## config.mk

```make
export PLATFORM = sky130hd
export DESIGN_NAME = tgcs_mod_serial
export DESIGN_NICKNAME = d
export VERILOG_FILES = /design/src/design/tgcs_pkg.sv /design/src/design/tgcs_mod_serial.sv
export SDC_FILE = /design/constraint.sdc
export NUM_CORES = 1
export LEC_CHECK = 0
export BUFFER_PORTS_ARGS = -buffer_cell sky130_fd_sc_hd__buf_2
export CAP_MARGIN = 20
export CORE_ASPECT_RATIO = 0.8
export CORE_MARGIN = 2
export CORE_UTILIZATION = 45
export DETAILED_ROUTE_END_ITERATION = 12
export GPL_ROUTABILITY_DRIVEN = 1
export PLACE_DENSITY = 0.69
export SLEW_MARGIN = 20
export SYNTH_ARGS = -nofsm -noshare
export SYNTH_HDL_FRONTEND = slang
export SYNTH_SLANG_ARGS = --single-unit
```

## constraint.sdc

```tcl
create_clock -name clk_i -period 2.3 [get_ports clk_i]
set_input_delay 0.115 -clock clk_i [delete_from_list [all_inputs] [get_ports clk_i]]
set_output_delay 0.115 -clock clk_i [all_outputs]
set_load 0.03 [all_outputs]
```

## src/design/tgcs_pkg.sv

```systemverilog
// tgcs_pkg: shared constants, types and helpers of the toroidal grid cell store.
// Used by tgcs_mod_serial and toroidal_grid_cell_store.
// No dependencies.
package tgcs_pkg;

  // Grid geometry and cell storage
  localparam int MAX_SIDE    = 64;
  localparam int CELL_BITS   = 8;
  localparam int STORE_DEPTH = MAX_SIDE * MAX_SIDE;
  localparam int ADDR_W      = $clog2(STORE_DEPTH);

  // Remainder holds 0..MAX_SIDE-1; side holds 1..MAX_SIDE
  localparam int REM_W  = $clog2(MAX_SIDE);
  localparam int SIDE_W = REM_W + 1;

  // Field widths of the stream payload
  localparam int COORD_W  = 16;
  localparam int CNT_W    = $clog2(COORD_W);
  localparam int DATA_W   = 8;
  localparam int INDEX_W  = 12;
  localparam int CFG_W    = 7;
  localparam int CFG_IDX_W = 2;
  localparam int IN_TDATA_W  = 40;
  localparam int OUT_TDATA_W = 24;

  // Reset value of both grid side registers
  localparam logic [CFG_W-1:0] GRID_RESET = CFG_W'(64);

  typedef logic [CELL_BITS-1:0] cell_t;
  typedef logic [ADDR_W-1:0]    addr_t;
  typedef logic [REM_W-1:0]     rem_t;
  typedef logic [SIDE_W-1:0]    side_t;
  typedef logic [COORD_W-1:0]   coord_t;
  typedef logic [CFG_W-1:0]     cfg_t;

  // Configuration register indexes
  typedef enum logic [CFG_IDX_W-1:0] {
    CFG_GRID_WIDTH  = 2'd0,
    CFG_GRID_HEIGHT = 2'd1
  } cfg_reg_e;

  // Request kinds carried in tuser
  typedef enum logic {
    REQ_READ  = 1'b0,
    REQ_WRITE = 1'b1
  } req_type_e;

  // Sequencer states of the top level
  typedef enum logic [1:0] {
    ST_IDLE,
    ST_WRAP,
    ST_ACCESS,
    ST_RESULT
  } state_e;

  // Status of a serial modulo unit toward the sequencer
  typedef struct packed {
    logic done;
    rem_t value;
  } mod_res_t;

  // Side register value as used: zero counts as one, clamp to MAX_SIDE
  function automatic side_t eff_side(cfg_t v);
    side_t s;
    if (v == '0) begin
      s = side_t'(1);
    end else if (int'(v) > MAX_SIDE) begin
      s = side_t'(MAX_SIDE);
    end else begin
      s = side_t'(v);
    end
    return s;
  endfunction

endpackage

```

## src/design/tgcs_mod_serial.sv

```systemverilog
// tgcs_mod_serial: bit-serial Euclidean modulo of a signed coordinate by a side.
// Restoring remainder, one dividend bit per cycle. Depends on tgcs_pkg.
module tgcs_mod_serial (
  input  logic               clk_i,
  input  logic               rst_ni,
  input  logic               start_i,
  input  tgcs_pkg::coord_t   dividend_i,
  input  tgcs_pkg::side_t    divisor_i,
  output tgcs_pkg::mod_res_t res_o
);

  tgcs_pkg::coord_t shift_q, shift_d;
  tgcs_pkg::rem_t   rem_q, rem_d;
  tgcs_pkg::side_t  div_q;
  logic             neg_q;
  logic [tgcs_pkg::CNT_W-1:0] cnt_q, cnt_d;
  logic             busy_q, busy_d;
  logic             done_q, done_d;
  logic             last_step;
  tgcs_pkg::side_t  trial;
  tgcs_pkg::side_t  wrapped;

  // Magnitude goes in MSB first; sign kept for the final fixup
  assign last_step = busy_q && (cnt_q == tgcs_pkg::CNT_W'(tgcs_pkg::COORD_W - 1));
  assign trial     = {rem_q, shift_q[tgcs_pkg::COORD_W-1]};

  always_comb begin
    shift_d = shift_q;
    rem_d   = rem_q;
    cnt_d   = cnt_q;
    busy_d  = busy_q;
    done_d  = last_step;
    if (start_i) begin
      shift_d = dividend_i[tgcs_pkg::COORD_W-1] ? (~dividend_i + 1'b1) : dividend_i;
      rem_d   = '0;
      cnt_d   = '0;
      busy_d  = 1'b1;
    end else if (busy_q) begin
      shift_d = {shift_q[tgcs_pkg::COORD_W-2:0], 1'b0};
      rem_d   = (trial >= div_q) ? tgcs_pkg::rem_t'(trial - div_q) : tgcs_pkg::rem_t'(trial);
      cnt_d   = cnt_q + 1'b1;
      busy_d  = !last_step;
    end
  end

  // Control state
  always_ff @(posedge clk_i or negedge rst_ni) begin
    if (!rst_ni) begin
      busy_q <= 1'b0;
      done_q <= 1'b0;
      cnt_q  <= '0;
    end else begin
      busy_q <= busy_d;
      done_q <= done_d;
      cnt_q  <= cnt_d;
    end
  end

  // Datapath
  always_ff @(posedge clk_i) begin
    shift_q <= shift_d;
    rem_q   <= rem_d;
    if (start_i) begin
      div_q <= divisor_i;
      neg_q <= dividend_i[tgcs_pkg::COORD_W-1];
    end
  end

  // Negative input with a nonzero remainder wraps from the far edge
  assign wrapped = div_q - tgcs_pkg::side_t'(rem_q);

  assign res_o.done  = done_q;
  assign res_o.value = (neg_q && (rem_q != '0)) ? tgcs_pkg::rem_t'(wrapped) : rem_q;

endmodule

```

# ---- After elaboration in Yosys (flattened, before gate mapping)
# Cells that the tools add are included.
dict set report word_totals {
  input_bits 26
  elab_cells 28
  output_inout_bits 7
  ff_bits 36
}
dict set report classes {
  magnitude_cmp 1
  bitwise 1
  n_eq_ne 1
  n_mux 9
  add_sub_neg 4
  n_reduce_logical 5
}
# operator count
set ops {}
lappend ops {{16-bit 2-to-1 mux} 3}
lappend ops {{16-bit by 1-bit adder with 16-bit output (second input constant)} 1}
lappend ops {{16-bit inverter} 1}
lappend ops {{6-bit 2-to-1 mux} 2}
lappend ops {{6-bit subtractor} 2}
lappend ops {{4-bit 2-to-1 mux} 2}
lappend ops {{7-bit >= comparator} 1}
lappend ops {{6-bit nonzero test} 1}
lappend ops {{4-bit by 1-bit adder with 4-bit output (second input constant)} 1}
lappend ops {{4-bit equality test (second input constant)} 1}
lappend ops {{1-bit logical AND} 2}
lappend ops {{1-bit 2-to-1 mux} 2}
lappend ops {{2-bit nonzero test} 1}
lappend ops {{1-bit zero test} 1}

# ---- Depth between registers and ports, before layout
dict set report depth {
  ltp_word 5
  ltp_mapped 8
  mapped_depth_nobuf 8
}

# ---- Worst setup path after synthesis
# OpenSTA, ideal clock, no wires.
dict set report synth_path {
  path_type {reg2out}
  startpoint {reg rem_q[0]}
  endpoint {out res_o[4] (netlist name)}
  t_arrival_ns 1.931
  stages_incl_launch_ff 8
  required_time_ns 2.185
  slack_ns 0.254
  path_cell_list {dfxtp_1 > ha_1 > inv_1 > fa_1 > a21o_1 > a21oi_1 > xor2_1 > mux2i_1}
}
# element line
set synth_rtl {}
lappend synth_rtl {{from (decl)} tgcs_mod_serial.sv:13} ;# tgcs_pkg::rem_t rem_q, rem_d;
lappend synth_rtl {{from (signal assigned)} tgcs_mod_serial.sv:62} ;# rem_q <= rem_d;
lappend synth_rtl {{to (decl)} tgcs_mod_serial.sv:9} ;# output tgcs_pkg::mod_res_t res_o

==> flow_summary.ini <==
[outcome]
status = completed

[worst_setup_path]
rr_worst_depth = 7
arrival_ns = 2.12
crit_path_max_fanout = 4
reg2reg_to = rem_q[2]$_SDFFE_PP0P_
r2r-start = div_q[0]$_DFFE_PP_
cp.required_ns = 2.18
end_kind = output port
critPathLaunchType = flop
critical_path_class = flop to output port
reg2reg_setup_slack_ns = 0.21

[min_path]
hold_class = input pin to flop
min_from = divisor_i[4]
holdPathStages = 1
hold_end = div_q[4]$_DFFE_PP_

[power]
peakVddDrop_v = 0.000353
powerDensity_nw_per_um2 = 646
p_leak_nw = 1.16

[logic_synthesis]
yosys_warnings = 0
ys_ff_latch = 36
synth_top_flop_cell = edfxtp_1
syn_area_per_cell_um2 = 9.63
yosysSeqAreaShare = 0.425
synthArstFlopShare = 0.167
syn-num-nets = 285
synth-edff-count = 24
synth_area_um2 = 2330
syn_inst = 242
ys_types = 45

[timing]
fmax_mhz = 448
rsz0062_at_grt = false
skew_ns = 0.00761
setup-tns-final_ns = 0
timing.slew.headroom = 0.600
tightest_slew_ns = 0.594
layout_worst_path_cycle_share = 0.971
setup_viol = 0
finalCriticalPeriod_ns = 2.23
slew_violations = 0
hold_violations = 0

[final_layout]
multiInputGateArea_um2 = 1240
fin_nets = 323
area_growth_pct = 16.5
layout_common_cells = nor2_1 (31), buf_2 (30), edfxtp_1 (24)
antenna_cells = 0
layout-drive-gt1-share = 0.206
ff_latch_area_um2 = 996
final_common_cell = nor2_1
postLayoutCellArea_um2 = 2710
n_fill_cell = 468

[global_route]
grt_max_degree = 32
grt_antenna_before_repair = 0
grt_pass1_vias = 1696
gr-total-overflow = 0
grt_first_pass_wirelength_um = 7890
grt_usage = 0.174

[run]
drv_cap = 0

[clock_network]
htree_levels = 2
clk_latency_ns = 0.29
ctsRootBufferMaster = clkbuf_8
tritoncts = yes
clock_path_buffers = 2
cts.sinks = 36
cts_made_buffers = 5
path_clk_slew_ns = 0.07

[floorplanning]
io_pins = 33
start_util = 0.465
die_h_um = 68.4
die_x_um = 84.4
row_count = 23
dieArea_um2 = 5770
core_area_um2 = 5010

[placed_design]
place_congestion = 0.863
post-dp-hpwl_um = 3440
numPortBuffers = 32
placed_area_um2 = 2540

[drt]
viasPerCell = 5.49
drtAntennaViolNets = 0
dr.pass1.iters = 4
drc_errors = 0
routed-via-count = 1884
wire_per_inst_um = 14.0
drtIter0Drc = 71
routed_wl_um = 4810
## where the power goes
| group | internal [mW] | total [mW] | switching, mW |
|---|---|---|---|
| sequential | 0.760 | 0.800 | 0.0400 |
| clock | 0.213 | 0.439 | 0.226 |
| combinational | 0.219 | 0.513 | 0.294 |
## layout make-up
cell class                 instances  share of cell area
multi-input combinational        176               0.456
sequential                        36               0.367
timing repair buffer              41              0.0904
tap                               62              0.0286
clock buffer                       7              0.0281
inverter                          20              0.0277
clock inverter                     1             0.00184
## metrics by stage
step | setup slack [ns] | power, mW | std cells | utilization | hold slack [ns]
global route | 0.00911 | 1.85 | 343 | 0.542 | 0.000221
CTS | 0.000430 | 1.75 | 342 | 0.536 | 0.00352
floorplan | 0.254 | 1.15 | 242 | - | -0.181
detailed placement | 0.219 | 1.29 | 328 | 0.507 | -0.0524
global placement | 0.226 | 1.28 | 328 | 0.507 | -0.0538
finish | 0.0661 | 1.75 | 343 | 0.542 | 0.00804
## critical path, stage by stage (launching register included)
cell	delay (ns)
dfxtp_1	0.37
or4_4	0.59
o31ai_4	0.26
nor2_1	0.09
mux2i_1	0.19
xnor2_1	0.15
buf_4	0.18
## worst max path at each step
stage	from	endpoint	slack (ns)	depth (start not counted)
after floorplan	rem_q[0]$_SDFFE_PP0P_	res_o[4]	0.25	7
after global placement	rem_q[5]$_SDFFE_PP0P_	res_o[5]	0.23	6
after detailed placement	rem_q[5]$_SDFFE_PP0P_	res_o[5]	0.22	6
after CTS	div_q[0]$_DFFE_PP_	res_o[4]	0.0004	9
after global routing	rem_q[5]$_SDFFE_PP0P_	res_o[5]	0.009	6
final	rem_q[5]$_SDFFE_PP0P_	res_o[5]	0.07	6
## flip-flops by register name, summed over array words and instances (netlist names)
name	count
shift_q	16
cnt_q	4
done_q	1
busy_q	1
neg_q	1
div_q	7
rem_q	6
## cell usage after synthesis (all sizes together) (4+ instances only)
| library cell | number | area, µm² |
|---|---|---|
| or4 | 4 | 37.5 |
| nor2 | 31 | 116 |
| dfxtp | 6 | 120 |
| buf | 4 | 18.8 |
| nand2b | 5 | 31.3 |
| nand3 | 6 | 30.0 |
| clkbuf | 6 | 22.5 |
| inv | 20 | 75.1 |
| xor2 | 18 | 158 |
| xnor2 | 4 | 35.0 |
| dfrtp | 6 | 150 |
| edfxtp | 24 | 721 |
| o31ai | 7 | 71.3 |
| mux2i | 4 | 40.0 |
| ha | 15 | 188 |
| nand2 | 12 | 45.0 |
| a21oi | 24 | 120 |
| o21ai | 7 | 35.0 |
## cells by family (layout without fill, tap and decap cells)
group | count (synthesis) | in the layout | share of synthesized area
compound gates | 58 | 58 | 0.167
xor+xnor | 22 | 22 | 0.0827
fa+ha+maj | 17 | 17 | 0.0977
buf+inv | 30 | 69 | 0.0499
flops | 36 | 36 | 0.425
mux | 5 | 5 | 0.0220
simple gates | 74 | 74 | 0.155
## per-layer routing
metal  track usage  routed length, µm  up-vias  share of wire
met5             0                  0        -              0
met4        0.0536                 59        0          0.012
met3        0.0410                186        6          0.039
met2         0.285               2200       37           0.46
met1         0.233               2370      896           0.49
li1              -                  -      945              -
## what timing repair did
item,in CTS,in global routing
hold buffers,5,0
setup buffers,1,1
endpoints found under the hold margin,10,0
pin swaps,1,1
resized for setup,2,10
endpoints found under the setup margin,3,4
cloned,0,0
Note: power is estimated with default switching activity, not from simulation.
